**src/rtl/rts_pkg.sv**
```systemverilog
// ----------------------------------------------------------------------------
// rts_pkg
// Shared types and constants for the replay-triggered RX2 switcher.
// ----------------------------------------------------------------------------
package rts_pkg;

  // Request kinds carried on in_tuser
  localparam logic [1:0] CMD_BYTE     = 2'd0;
  localparam logic [1:0] CMD_DOWNLINK = 2'd1;
  localparam logic [1:0] CMD_TICK     = 2'd2;

  // Register map, index = byte address / 4
  localparam logic [2:0] REG_UL_FREQ  = 3'd0;
  localparam logic [2:0] REG_UL_BW    = 3'd1;
  localparam logic [2:0] REG_UL_SF    = 3'd2;
  localparam logic [2:0] REG_RX2_FREQ = 3'd3;
  localparam logic [2:0] REG_RX2_SF   = 3'd4;
  localparam logic [2:0] REG_WINDOW   = 3'd5;
  localparam logic [2:0] REG_HOLD     = 3'd6;

  localparam int CFG_AW = 5;
  localparam int DEF_MAX_FRAME_BYTES = 256;

  localparam logic [29:0] RST_UL_FREQ  = 30'd868300000;
  localparam logic [8:0]  RST_UL_BW    = 9'd125;
  localparam logic [3:0]  RST_UL_SF    = 4'd12;
  localparam logic [29:0] RST_RX2_FREQ = 30'd869525000;
  localparam logic [3:0]  RST_RX2_SF   = 4'd12;
  localparam logic [15:0] RST_WINDOW   = 16'd3000;
  localparam logic [15:0] RST_HOLD     = 16'd2500;

  localparam logic [8:0]  RX2_BW_KHZ   = 9'd125;
  localparam logic [15:0] AGE_MAX      = 16'hFFFF;

  localparam int OUT_TDATA_W = 48;

  typedef struct packed {
    logic [29:0] ul_freq;
    logic [8:0]  ul_bw;
    logic [3:0]  ul_sf;
    logic [29:0] rx2_freq;
    logic [3:0]  rx2_sf;
    logic [15:0] window;
    logic [15:0] hold;
  } cfg_t;

endpackage

```
**src/rtl/rts_cfg.sv**
```systemverilog
// ----------------------------------------------------------------------------
// rts_cfg
// APB register bank for tuning and timing settings.
// ----------------------------------------------------------------------------
module rts_cfg (
  input  logic                       clk,
  input  logic                       rst_n,
  input  logic                       psel,
  input  logic                       penable,
  input  logic                       pwrite,
  input  logic [rts_pkg::CFG_AW-1:0] paddr,
  input  logic [31:0]                pwdata,
  output logic [31:0]                prdata,
  output logic                       pready,
  output rts_pkg::cfg_t              cfg
);
  import rts_pkg::*;

  cfg_t       cfg_r;
  logic       wr_en;
  logic [2:0] reg_idx;

  assign pready  = 1'b1;
  assign reg_idx = paddr[CFG_AW-1:2];
  assign wr_en   = psel && penable && pwrite && pready;
  assign cfg     = cfg_r;

  always_ff @(posedge clk) begin
    if (!rst_n) begin
      cfg_r.ul_freq  <= RST_UL_FREQ;
      cfg_r.ul_bw    <= RST_UL_BW;
      cfg_r.ul_sf    <= RST_UL_SF;
      cfg_r.rx2_freq <= RST_RX2_FREQ;
      cfg_r.rx2_sf   <= RST_RX2_SF;
      cfg_r.window   <= RST_WINDOW;
      cfg_r.hold     <= RST_HOLD;
    end else if (wr_en) begin
      unique case (reg_idx)
        REG_UL_FREQ:  cfg_r.ul_freq  <= pwdata[29:0];
        REG_UL_BW:    cfg_r.ul_bw    <= pwdata[8:0];
        REG_UL_SF:    cfg_r.ul_sf    <= pwdata[3:0];
        REG_RX2_FREQ: cfg_r.rx2_freq <= pwdata[29:0];
        REG_RX2_SF:   cfg_r.rx2_sf   <= pwdata[3:0];
        REG_WINDOW:   cfg_r.window   <= pwdata[15:0];
        REG_HOLD:     cfg_r.hold     <= pwdata[15:0];
        default: ;
      endcase
    end
  end

  always_comb begin
    unique case (reg_idx)
      REG_UL_FREQ:  prdata = {2'b0, cfg_r.ul_freq};
      REG_UL_BW:    prdata = {23'b0, cfg_r.ul_bw};
      REG_UL_SF:    prdata = {28'b0, cfg_r.ul_sf};
      REG_RX2_FREQ: prdata = {2'b0, cfg_r.rx2_freq};
      REG_RX2_SF:   prdata = {28'b0, cfg_r.rx2_sf};
      REG_WINDOW:   prdata = {16'b0, cfg_r.window};
      REG_HOLD:     prdata = {16'b0, cfg_r.hold};
      default:      prdata = 32'b0;
    endcase
  end

endmodule

```
**src/rtl/rts_byte_store.sv**
```systemverilog
// ----------------------------------------------------------------------------
// rts_byte_store
// Frame byte memory with byte-index counter, registered read and
// write-to-read forwarding.
// ----------------------------------------------------------------------------
module rts_byte_store #(
  parameter  int MAX_FRAME_BYTES = rts_pkg::DEF_MAX_FRAME_BYTES,
  localparam int AW = $clog2(MAX_FRAME_BYTES),
  localparam int IW = $clog2(MAX_FRAME_BYTES + 2)
) (
  input  logic          clk,
  input  logic          rst_n,
  input  logic          rd_req,
  input  logic [1:0]    rd_cmd,
  input  logic          rd_last,
  input  logic          wr_en,
  input  logic [AW-1:0] wr_addr,
  input  logic [7:0]    wr_data,
  output logic [7:0]    rd_data,
  output logic [IW-1:0] rd_idx
);
  import rts_pkg::*;

  localparam logic [IW-1:0] IDX_MAX  = IW'(MAX_FRAME_BYTES);
  localparam logic [IW-1:0] IDX_OVER = IW'(MAX_FRAME_BYTES + 1);

  logic [7:0]    mem [MAX_FRAME_BYTES];
  logic [7:0]    mem_q_r;
  logic          fwd_r;
  logic [7:0]    fwd_data_r;
  logic [IW-1:0] byte_index_r, byte_index_nxt;
  logic [IW-1:0] rd_idx_r;
  logic [AW-1:0] raddr;

  assign raddr   = byte_index_r[AW-1:0];
  assign rd_data = fwd_r ? fwd_data_r : mem_q_r;
  assign rd_idx  = rd_idx_r;

  always_comb begin
    byte_index_nxt = byte_index_r;
    if (rd_req && rd_cmd == CMD_BYTE) begin
      if (rd_last)
        byte_index_nxt = '0;
      else if (byte_index_r < IDX_MAX)
        byte_index_nxt = byte_index_r + 1'b1;
      else
        byte_index_nxt = IDX_OVER;
    end
  end

  always_ff @(posedge clk) begin
    if (wr_en)
      mem[wr_addr] <= wr_data;
    if (rd_req)
      mem_q_r <= mem[raddr];
  end

  always_ff @(posedge clk) begin
    if (rd_req) begin
      fwd_data_r <= wr_data;
      rd_idx_r   <= byte_index_r;
    end
  end

  always_ff @(posedge clk) begin
    if (!rst_n) begin
      byte_index_r <= '0;
      fwd_r        <= 1'b0;
    end else begin
      byte_index_r <= byte_index_nxt;
      // take the byte being written this edge when it hits the same entry
      if (rd_req)
        fwd_r <= wr_en && (wr_addr == raddr);
    end
  end

endmodule

```
**src/rtl/rts_ctrl.sv**
```systemverilog
// ----------------------------------------------------------------------------
// rts_ctrl
// Compare stage, repeat/hold state and registered result output.
// ----------------------------------------------------------------------------
module rts_ctrl #(
  parameter  int MAX_FRAME_BYTES = rts_pkg::DEF_MAX_FRAME_BYTES,
  localparam int AW = $clog2(MAX_FRAME_BYTES),
  localparam int IW = $clog2(MAX_FRAME_BYTES + 2)
) (
  input  logic                                clk,
  input  logic                                rst_n,
  input  rts_pkg::cfg_t                       cfg,
  input  logic                                in_valid,
  output logic                                in_ready,
  input  logic [1:0]                          in_cmd,
  input  logic [7:0]                          in_data,
  input  logic                                in_last,
  input  logic [7:0]                          rd_data,
  input  logic [IW-1:0]                       rd_idx,
  output logic                                wr_en,
  output logic [AW-1:0]                       wr_addr,
  output logic [7:0]                          wr_data,
  output logic                                out_valid,
  input  logic                                out_ready,
  output logic [rts_pkg::OUT_TDATA_W-1:0]     out_data
);
  import rts_pkg::*;

  localparam logic [IW-1:0] IDX_MAX  = IW'(MAX_FRAME_BYTES);
  localparam logic [IW-1:0] IDX_OVER = IW'(MAX_FRAME_BYTES + 1);

  logic                   p1_v_r;
  logic [1:0]             p1_cmd_r;
  logic [7:0]             p1_data_r;
  logic                   p1_last_r;
  logic                   out_v_r;
  logic [OUT_TDATA_W-1:0] out_data_r, out_data_nxt;
  logic                   adv;

  logic [IW-1:0] prev_len_r, prev_len_nxt;
  logic          have_prev_r, have_prev_nxt;
  logic          mismatch_r, mismatch_nxt;
  logic          repeat_r, repeat_nxt;
  logic [15:0]   age_r, age_nxt;
  logic [15:0]   hold_r, hold_nxt;
  logic          rx2_r, rx2_nxt;
  logic          retune;
  logic          in_range;
  logic          mis_now;
  logic [IW-1:0] len;
  logic          overlong;

  assign adv       = p1_v_r && (!out_v_r || out_ready);
  assign in_ready  = !p1_v_r || !out_v_r || out_ready;
  assign out_valid = out_v_r;
  assign out_data  = out_data_r;

  assign in_range = rd_idx < IDX_MAX;
  assign len      = in_range ? rd_idx + 1'b1 : IDX_OVER;
  assign overlong = len > IDX_MAX;
  assign mis_now  = mismatch_r ||
                    (have_prev_r && rd_idx < prev_len_r && rd_data != p1_data_r);

  assign wr_en   = adv && p1_cmd_r == CMD_BYTE && in_range;
  assign wr_addr = rd_idx[AW-1:0];
  assign wr_data = p1_data_r;

  always_comb begin
    prev_len_nxt  = prev_len_r;
    have_prev_nxt = have_prev_r;
    mismatch_nxt  = mismatch_r;
    repeat_nxt    = repeat_r;
    age_nxt       = age_r;
    hold_nxt      = hold_r;
    rx2_nxt       = rx2_r;
    retune        = 1'b0;
    case (p1_cmd_r)
      CMD_BYTE: begin
        if (in_range)
          mismatch_nxt = mis_now;
        if (p1_last_r) begin
          if (!overlong && have_prev_r && !(in_range ? mis_now : mismatch_r) &&
              len == prev_len_r) begin
            repeat_nxt = 1'b1;
            age_nxt    = '0;
          end else begin
            repeat_nxt = 1'b0;
          end
          have_prev_nxt = !overlong;
          prev_len_nxt  = overlong ? '0 : len;
          mismatch_nxt  = 1'b0;
        end
      end
      CMD_DOWNLINK: begin
        if (repeat_r && age_r < cfg.window) begin
          rx2_nxt  = 1'b1;
          hold_nxt = (cfg.hold == '0) ? 16'd1 : cfg.hold;
          retune   = 1'b1;
        end
      end
      CMD_TICK: begin
        if (age_r != AGE_MAX)
          age_nxt = age_r + 1'b1;
        if (rx2_r) begin
          if (hold_r <= 16'd1) begin
            hold_nxt = '0;
            rx2_nxt  = 1'b0;
            retune   = 1'b1;
          end else begin
            hold_nxt = hold_r - 1'b1;
          end
        end
      end
      default: ;
    endcase

    // pad, retune, repeat, in_rx2, invert_iq, sf, bw, freq
    if (rx2_nxt)
      out_data_nxt = {1'b0, retune, repeat_nxt, 1'b1, 1'b1,
                      cfg.rx2_sf, RX2_BW_KHZ, cfg.rx2_freq};
    else
      out_data_nxt = {1'b0, retune, repeat_nxt, 1'b0, 1'b0,
                      cfg.ul_sf, cfg.ul_bw, cfg.ul_freq};
  end

  always_ff @(posedge clk) begin
    if (in_valid && in_ready) begin
      p1_cmd_r  <= in_cmd;
      p1_data_r <= in_data;
      p1_last_r <= in_last;
    end
    if (adv)
      out_data_r <= out_data_nxt;
  end

  always_ff @(posedge clk) begin
    if (!rst_n) begin
      p1_v_r      <= 1'b0;
      out_v_r     <= 1'b0;
      prev_len_r  <= '0;
      have_prev_r <= 1'b0;
      mismatch_r  <= 1'b0;
      repeat_r    <= 1'b0;
      age_r       <= '0;
      hold_r      <= '0;
      rx2_r       <= 1'b0;
    end else begin
      if (in_valid && in_ready)
        p1_v_r <= 1'b1;
      else if (adv)
        p1_v_r <= 1'b0;
      if (adv)
        out_v_r <= 1'b1;
      else if (out_ready)
        out_v_r <= 1'b0;
      if (adv) begin
        prev_len_r  <= prev_len_nxt;
        have_prev_r <= have_prev_nxt;
        mismatch_r  <= mismatch_nxt;
        repeat_r    <= repeat_nxt;
        age_r       <= age_nxt;
        hold_r      <= hold_nxt;
        rx2_r       <= rx2_nxt;
      end
    end
  end

  a_hold_tracks_mode: assert property (@(posedge clk) disable iff (!rst_n)
    rx2_r == (hold_r != '0))
    else $error("hold counter and rx2 mode disagree");

  a_repeat_on_frame_end: assert property (@(posedge clk) disable iff (!rst_n)
    $rose(repeat_r) |-> $past(adv && p1_cmd_r == CMD_BYTE && p1_last_r))
    else $error("repeat flag set outside a frame end");

  a_no_prev_no_length: assert property (@(posedge clk) disable iff (!rst_n)
    !have_prev_r |-> prev_len_r == '0)
    else $error("stale previous length without a stored frame");

endmodule

```
**src/rtl/replay_triggered_rx2_switcher_core.sv**
```systemverilog
// ----------------------------------------------------------------------------
// replay_triggered_rx2_switcher_core
// Watches uplink frames for replays and retunes the receiver to RX2 settings
// when a downlink follows a fresh repeat.
// ----------------------------------------------------------------------------
// Input stream: in_tuser selects the request (uplink byte, downlink seen,
// millisecond tick), in_tdata carries the uplink byte, in_tlast marks the
// final byte of a frame. Every request yields one result on the out_ stream
// with the current tuning (frequency, bandwidth, spreading factor, IQ
// inversion) and status (rx2 mode, repeat seen, retune).
// Each byte is compared against the same position of the previous frame in
// a frame memory with one read and one write port: read at accept, compare
// and write back as the byte leaves the compare stage, forwarding covers a
// write and a read of the same entry. Each request waits in the compare
// stage, then its result in the output register. Throughput is one request
// per cycle while out_tready is high, set by the one read and one write of
// the frame memory. Reset clears all control state; the frame memory is not
// cleared, only bytes of a stored frame are ever compared. Settings reset to
// their defaults and are written through the APB port while the block is
// idle, a rule for the user that the block does not enforce. When the result
// receiver stalls, one result waits in the output register and one request
// in the compare stage, then in_tready drops.
// ----------------------------------------------------------------------------
module replay_triggered_rx2_switcher_core #(
  parameter int MAX_FRAME_BYTES = rts_pkg::DEF_MAX_FRAME_BYTES
) (
  input  logic                            clk,
  input  logic                            rst_n,
  input  logic                            in_tvalid,
  output logic                            in_tready,
  input  logic [7:0]                      in_tdata,   // data_byte
  input  logic [1:0]                      in_tuser,   // command
  input  logic                            in_tlast,   // last_byte
  output logic                            out_tvalid,
  input  logic                            out_tready,
  // frequency_hz[29:0], bandwidth_khz[38:30], spreading_factor[42:39],
  // invert_iq[43], in_rx2[44], repeat_seen[45], retune[46], zero[47]
  output logic [rts_pkg::OUT_TDATA_W-1:0] out_tdata,
  input  logic                            psel,
  input  logic                            penable,
  input  logic                            pwrite,
  input  logic [rts_pkg::CFG_AW-1:0]      paddr,
  input  logic [31:0]                     pwdata,
  output logic [31:0]                     prdata,
  output logic                            pready
);
  import rts_pkg::*;

  localparam int AW = $clog2(MAX_FRAME_BYTES);
  localparam int IW = $clog2(MAX_FRAME_BYTES + 2);

  cfg_t          cfg;
  logic [7:0]    rd_data;
  logic [IW-1:0] rd_idx;
  logic          wr_en;
  logic [AW-1:0] wr_addr;
  logic [7:0]    wr_data;

  rts_cfg u_cfg (
    .clk     (clk),
    .rst_n   (rst_n),
    .psel    (psel),
    .penable (penable),
    .pwrite  (pwrite),
    .paddr   (paddr),
    .pwdata  (pwdata),
    .prdata  (prdata),
    .pready  (pready),
    .cfg     (cfg)
  );

  rts_byte_store #(.MAX_FRAME_BYTES(MAX_FRAME_BYTES)) u_store (
    .clk     (clk),
    .rst_n   (rst_n),
    .rd_req  (in_tvalid && in_tready),
    .rd_cmd  (in_tuser),
    .rd_last (in_tlast),
    .wr_en   (wr_en),
    .wr_addr (wr_addr),
    .wr_data (wr_data),
    .rd_data (rd_data),
    .rd_idx  (rd_idx)
  );

  rts_ctrl #(.MAX_FRAME_BYTES(MAX_FRAME_BYTES)) u_ctrl (
    .clk       (clk),
    .rst_n     (rst_n),
    .cfg       (cfg),
    .in_valid  (in_tvalid),
    .in_ready  (in_tready),
    .in_cmd    (in_tuser),
    .in_data   (in_tdata),
    .in_last   (in_tlast),
    .rd_data   (rd_data),
    .rd_idx    (rd_idx),
    .wr_en     (wr_en),
    .wr_addr   (wr_addr),
    .wr_data   (wr_data),
    .out_valid (out_tvalid),
    .out_ready (out_tready),
    .out_data  (out_tdata)
  );

endmodule

```
**config.mk**
```make
export PLATFORM = sky130hd
export DESIGN_NAME = replay_triggered_rx2_switcher_core
export DESIGN_NICKNAME = d
export VERILOG_FILES = /design/src/rtl/rts_pkg.sv /design/src/rtl/rts_cfg.sv /design/src/rtl/rts_byte_store.sv /design/src/rtl/rts_ctrl.sv /design/src/rtl/replay_triggered_rx2_switcher_core.sv
export SDC_FILE = /design/constraint.sdc
export NUM_CORES = 2
export LEC_CHECK = 0
export BUFFER_PORTS_ARGS = -buffer_cell sky130_fd_sc_hd__buf_2
export CORE_ASPECT_RATIO = 1.2
export CORE_UTILIZATION = 51
export DETAILED_ROUTE_END_ITERATION = 10
export PLACE_DENSITY = 0.67
export SYNTH_ARGS = -nofsm -noshare
export SYNTH_HDL_FRONTEND = slang
export SYNTH_HIERARCHICAL = 1
export SYNTH_SLANG_ARGS = --single-unit
```
**constraint.sdc**
```tcl
create_clock -name clk -period 12.11 [get_ports clk]
set_input_delay 1.211 -clock clk [delete_from_list [all_inputs] [get_ports clk]]
set_output_delay 1.211 -clock clk [all_outputs]
set_load 0.005 [all_outputs]
```
After elaboration in Yosys (flattened, before gate mapping)
Memory sizes are Yosys's and may differ from the RTL's. A register that Yosys moved wholly into a read port is not among the register bits.
Cells that the tools add are included.
{ "word_totals": {"ram_bits": 2048, "reg_bits": 241, "in_bits": 55, "out_inout_bits": 83, "n_memories": 1, "latch_bits": 0, "romBits": 0} }
{ "mem_list": {"columns": ["memory", "words", "width", "rd", "rd_ports_with_merged_regs", "write_ports", "line_no", "text"], "rows": [
  ["u_store.mem", 256, 8, 1, 1, 1, "rts_byte_store.sv:27", "logic [7:0] mem [MAX_FRAME_BYTES];"]
]} }
{ "op_classes": {"eq_ne": 17, "div_mod_pow": 0, "n_mux": 35, "n_reduce_logical": 41, "n_mul": 0, "bitwise_logic": 0, "n_addsub": 4, "n_lt_le_gt_ge": 6, "shifts": 0} }
{ "op_table": {"columns": ["cell", "count"], "rows": [
  ["one-hot mux 30 bit (7 select lines)", 1],
  ["2-to-1 mux 16 bit", 7],
  ["one-hot mux 16 bit (2 select lines)", 2],
  ["2-to-1 mux 45 bit", 1],
  ["2-to-1 mux 9 bit", 4],
  ["adder 9 x 1 -> 9 bit (second input constant)", 2],
  ["< comparator 9 bit (second input constant)", 2],
  ["2-to-1 mux 1 bit", 17],
  ["adder 16 x 1 -> 16 bit (second input constant)", 1],
  ["<= comparator 16 x 1 -> 1 bit (second input constant)", 1],
  ["logical NOT 16 bit", 1],
  ["< comparator 16 bit", 1],
  ["inequality test 16 bit (second input constant)", 1],
  ["AND reduction 2 bit", 8],
  ["subtractor 16 x 1 -> 16 bit (second input constant)", 1],
  ["logical AND 1 bit", 14],
  ["== test 3 bit (second input constant)", 3],
  ["== test 9 bit", 1],
  ["> comparator 9 bit (second input constant)", 1],
  ["< comparator 9 bit", 1],
  ["== test 8 bit", 1],
  ["2-to-1 mux 8 bit", 1],
  ["inequality test 2 x 1 -> 1 bit (second input constant)", 4],
  ["inequality test 8 bit", 1],
  ["14 further kinds", 26]
]} }

Longest topological paths before layout
{ "logic_depth": {"ltp_word": 11, "depth_mapped": 13, "mapped_depth_nobuf": 10} }

By module
The synthesis kept the hierarchy.
{ "by_module_without_submodules": {"columns": ["mod", "instances", "cells_each", "area_each_um2"], "rows": [
  ["rts_byte_store", 1, 3957, 81299.2],
  ["rts_ctrl", 1, 602, 5947.0],
  ["rts_cfg", 1, 569, 5073.6],
  ["replay_triggered_rx2_switcher_core", 1, 1, 6.3]
]} }

Worst setup path after synthesis
OpenSTA, ideal clock, no wires.
{ "synth_path": {"kind": "reg2reg", "from": "register u_ctrl.p1_data_r[6], in the netlist u_ctrl/wr_data[6]", "to": "register u_ctrl.age_r[0]", "slack_ns": 6.754, "stages_incl_launch_ff": 9, "required_time_ns": 12.039, "setup_ns": 0.071, "synth_period_minus_slack_ns": 5.356, "t_arrival_ns": 5.285, "cell_sequence": "edfxtp_1 > xor2_1 > nor4_1 > nand2_1 > o2111ai_1 > or4b_4 > o21a_4 > or4_1 > a21oi_1"} }
{ "synth_between": {"elab_chain_cells": 9} }
{ "synth_rtl": {"columns": ["item", "line_no", "text"], "rows": [
  ["from (decl)", "rts_ctrl.sv:34", "logic [7:0] p1_data_r;"],
  ["from (signal assigned)", "rts_ctrl.sv:129", "p1_data_r <= in_data;"],
  ["inequality test 8 bit", "rts_ctrl.sv:62", "(have_prev_r && rd_idx < prev_len_r && rd_data != p1_data_r);"],
  ["logical AND 1 bit", "rts_ctrl.sv:62", null],
  ["logical OR 1 bit", "rts_ctrl.sv:61", "assign mis_now = mismatch_r ||"],
  ["2-to-1 mux 1 bit", null, null],
  ["logical NOT 1 bit", "rts_ctrl.sv:82", "if (!overlong && have_prev_r && !(in_range ? mis_now : mismatch_r) &&"],
  ["logical AND 1 bit (2 in a row)", "rts_ctrl.sv:82", null],
  ["inequality test 2 bit (no line)", null, null],
  ["AND reduction 5 bit (no line)", null, null],
  ["to (signal assigned)", "rts_ctrl.sv:161", "age_r <= age_nxt;"],
  ["to (decl)", "rts_ctrl.sv:44", "logic [15:0] age_r, age_nxt;"]
]} }
No other way between the ends.
A chain may end at the register's enable or synchronous reset.

==> flow_metrics.env <==
export IMPL_setup_viol=0
export IMPL_maxCapViolations=0
export IMPL_drt_total_wl_mm=241
export IMPL_ys_top_cells_by_area="edfxtp_1, mux4_2, dfxtp_1"
export IMPL_hold_path_class="reg2reg"
export IMPL_fin_hold_ws_ns=0.464
export IMPL_core_area_um2=179000
export IMPL_h_tree_depth=4
export IMPL_multi_input_area_um2=22800
export IMPL_leakage_nw=31.8
export IMPL_grt_pass1_wl_mm=347
export IMPL_crit_type="reg2reg"
export IMPL_final_hold_viol_count=0
export IMPL_root_buffer="clkbuf_16"
export IMPL_synth_common_cells="edfxtp_1, mux4_2, nor2_1"
export IMPL_fmax_mhz=189
export IMPL_drt_vias_per_instance=6.38
export IMPL_outcome="finished, final reports clean"
export IMPL_final_nets=5337
export IMPL_synth_top_cell_area_share_pct=69.3
export IMPL_firstDrtPassIters=6
export IMPL_met1_usage_pct=34.2
export IMPL_clk_pin_slew_worst_paths_ns=0.06
export IMPL_grtUsageMet2_pct=43.7
export IMPL_numPortBuffers=129
export IMPL_dominantRegCellSynth="edfxtp_1"
export IMPL_dp_hpwl_mm=146
export IMPL_yosysUniqueCellTypes=91
export IMPL_worst_slew_pin_slew_ns=1.28
export IMPL_end_kind="flip-flop"
export IMPL_post_route_period_util_pct=43.6
export IMPL_async_flop_share_pct=0
export IMPL_die_h_um=468
export IMPL_initial_utilization_pct=51.5
export IMPL_drive_gt1_share_pct=20.3
export IMPL_drc=0
export IMPL_yosys_warnings=6
export IMPL_powerDensity_nw_per_um2=156
export IMPL_cts_resized=0
export IMPL_synthCells=5129
export IMPL_grt_max_degree=256
export IMPL_clock_path_buffers=3
export IMPL_place_ws_ns=6.83
export IMPL_syn_to_final_growth_pct=10.6
export IMPL_grt_antenna_before_repair=3
export IMPL_worst_ep_required_time_ns=12.66
export IMPL_use_met3_pct=4.69
export IMPL_ioPinCount=138
export IMPL_synth_largest_area_cell="edfxtp_1"
export IMPL_worst_r2r_cell_count=8
export IMPL_clock_latency_ns=0.86
export IMPL_fill_cells=13400
export IMPL_crit_path_start_kind="flip-flop"
export IMPL_rsz0062_at_grt="false"
export IMPL_row_count=170
export IMPL_crit_fanout=45
export IMPL_post_cts_buffers=0
export IMPL_die_area_um2=183000
export IMPL_setup_tns_ns=0
export IMPL_vias=50100
export IMPL_grt_pass1_vias=49400
export IMPL_maxSlewHeadroom_pct=14.6
export IMPL_yosysSeqAreaShare_pct=72.9
export IMPL_yosysMostFrequentCell="edfxtp_1"
export IMPL_crit_arrival_ns=5.83
export IMPL_numCtsBuffers=214
export IMPL_dr_first_iter_drc_count=5854
export IMPL_finClkSkew_ns=0.0367
export IMPL_ff_latch_area_um2=67300
export IMPL_die_w_um=390
export IMPL_routabilityCongestion=0.876
export IMPL_cts_hold_buffers_added=0
export IMPL_wire_per_inst_um=30.7
export IMPL_final_setup_worst_slack_ns=6.83
export IMPL_avgSynthCellArea_um2=18.0
export IMPL_finalMaxSlewViolations=0
export IMPL_cts_sinks=2296
export IMPL_grt_overflow=0
export IMPL_layout_min_cycle_time_ns=5.28
export IMPL_busiest_layer="met2"
export IMPL_synth_edf_count=2130
export IMPL_cts_tree="yes"
export IMPL_ir_drop_uv=169
export IMPL_ys_ff_latch=2296
export IMPL_grt_use_total_pct=26.4
export IMPL_hold_path_cell_count=2
export IMPL_drtAntennaViolNets=0
export IMPL_syn_cell_area_um2=92300
worst paths after layout:
| check | slack (ns) | startpoint | to |
|---|---|---|---|
| setup / recovery | 6.83 | u_store/byte_index_r[2] | u_store/mem_q_r[4] |
| hold / removal | 0.46 | u_ctrl/prev_len_r[4] | u_ctrl/prev_len_r[4] |
| setup reg to reg | 6.83 | u_store/byte_index_r[2] | u_store/mem_q_r[4] |
| hold reg to reg | 0.46 | u_ctrl/prev_len_r[4] | u_ctrl/prev_len_r[4] |
report_power, final:
group | internal, mW | switching, mW
Clock | 3.81 | 2.94
Sequential | 8.68 | 0.0240
Combinational | 0.137 | 0.311
Total | 12.6 | 3.27
metrics by stage:
| stage | utilization (%) | total power, mW | area (um2) | cells |
|---|---|---|---|---|
| final | 56.9 | 15.9 | 102000 | 7848 |
| after global routing | 56.9 | 16.3 | 102000 | 7847 |
| after CTS | 56.9 | 16.0 | 102000 | 7846 |
| after detailed placement | 53.0 | 9.31 | 95000 | 7443 |
| after global placement | 53.0 | 9.30 | 95000 | 7443 |
| after floorplan | - | 9.18 | 92300 | 5130 |
flip-flops by register name, indices dropped and copies added, names as in the netlist, 9 cells and up:
name and flops:
u_store/mem 2048, u_cfg/cfg 109, u_ctrl/out_data 46, u_ctrl/age_r 16
u_ctrl/hold_r 16, u_ctrl/prev_len_r 9, u_store/byte_index_r 9, u_store/rd_idx 9
per-layer routing:
metal  vias up  part of all wire [%]
li1      20900                     -
met1     26100                    37
met2      2535                    50
met3       519                   8.4
met4         4                   4.8
met5         -                 0.013
worst max-delay path: stages, from the launching register on:
cell and delay, ns:
dfxtp_4 0.63, buf_4 0.69, buf_4 0.70, buf_4 0.58, mux4_2 0.42, mux4_2 0.52
a22o_1 0.31, nor3_1 0.77, o22ai_1 0.25
cell type report:
| class | instances | area share (%) |
|---|---|---|
| inverter | 83 | 0.306 |
| tap | 2408 | 2.95 |
| sequential | 2296 | 65.9 |
| clock inverter | 146 | 1.41 |
| clock buffer | 257 | 5.52 |
| timing repair buffer | 240 | 1.56 |
| multi-input combinational | 2416 | 22.3 |
| antenna | 2 | 0.00490 |
cells in the final DEF, fill, tap and decap left out, drive strengths merged, types with 14 or more instances in the layout:
cell type	n
edfxtp	2130
mux4	420
nor2	378
mux2i	294
clkbuf	257
buf	240
nand2	217
dfxtp	166
a21oi	113
clkinv	109
nand3	107
o21ai	101
a22oi	95
inv	86
mux2	71
a221oi	57
o211ai	47
nor2b	45
o22ai	37
nor3	37
a221o	33
ha	31
a211oi	24
bufinv	23
nand4	21
xnor2	21
o31ai	20
a31oi	16
nand2b	15
xor2	15
nor4	14
cell families after synthesis:
family,Yosys count,share of synthesized area [%]
XOR/XNOR,36,0.342
flip-flops,2296,72.9
other,3,0.0122
buffers and inverters,418,2.54
AND/OR/NAND/NOR,900,4.42
AO/OA/AOI/OAI,660,5.09
adder cells (fa/ha/maj),31,0.420
multiplexers,785,14.3
(Power assumes the default switching activity.)
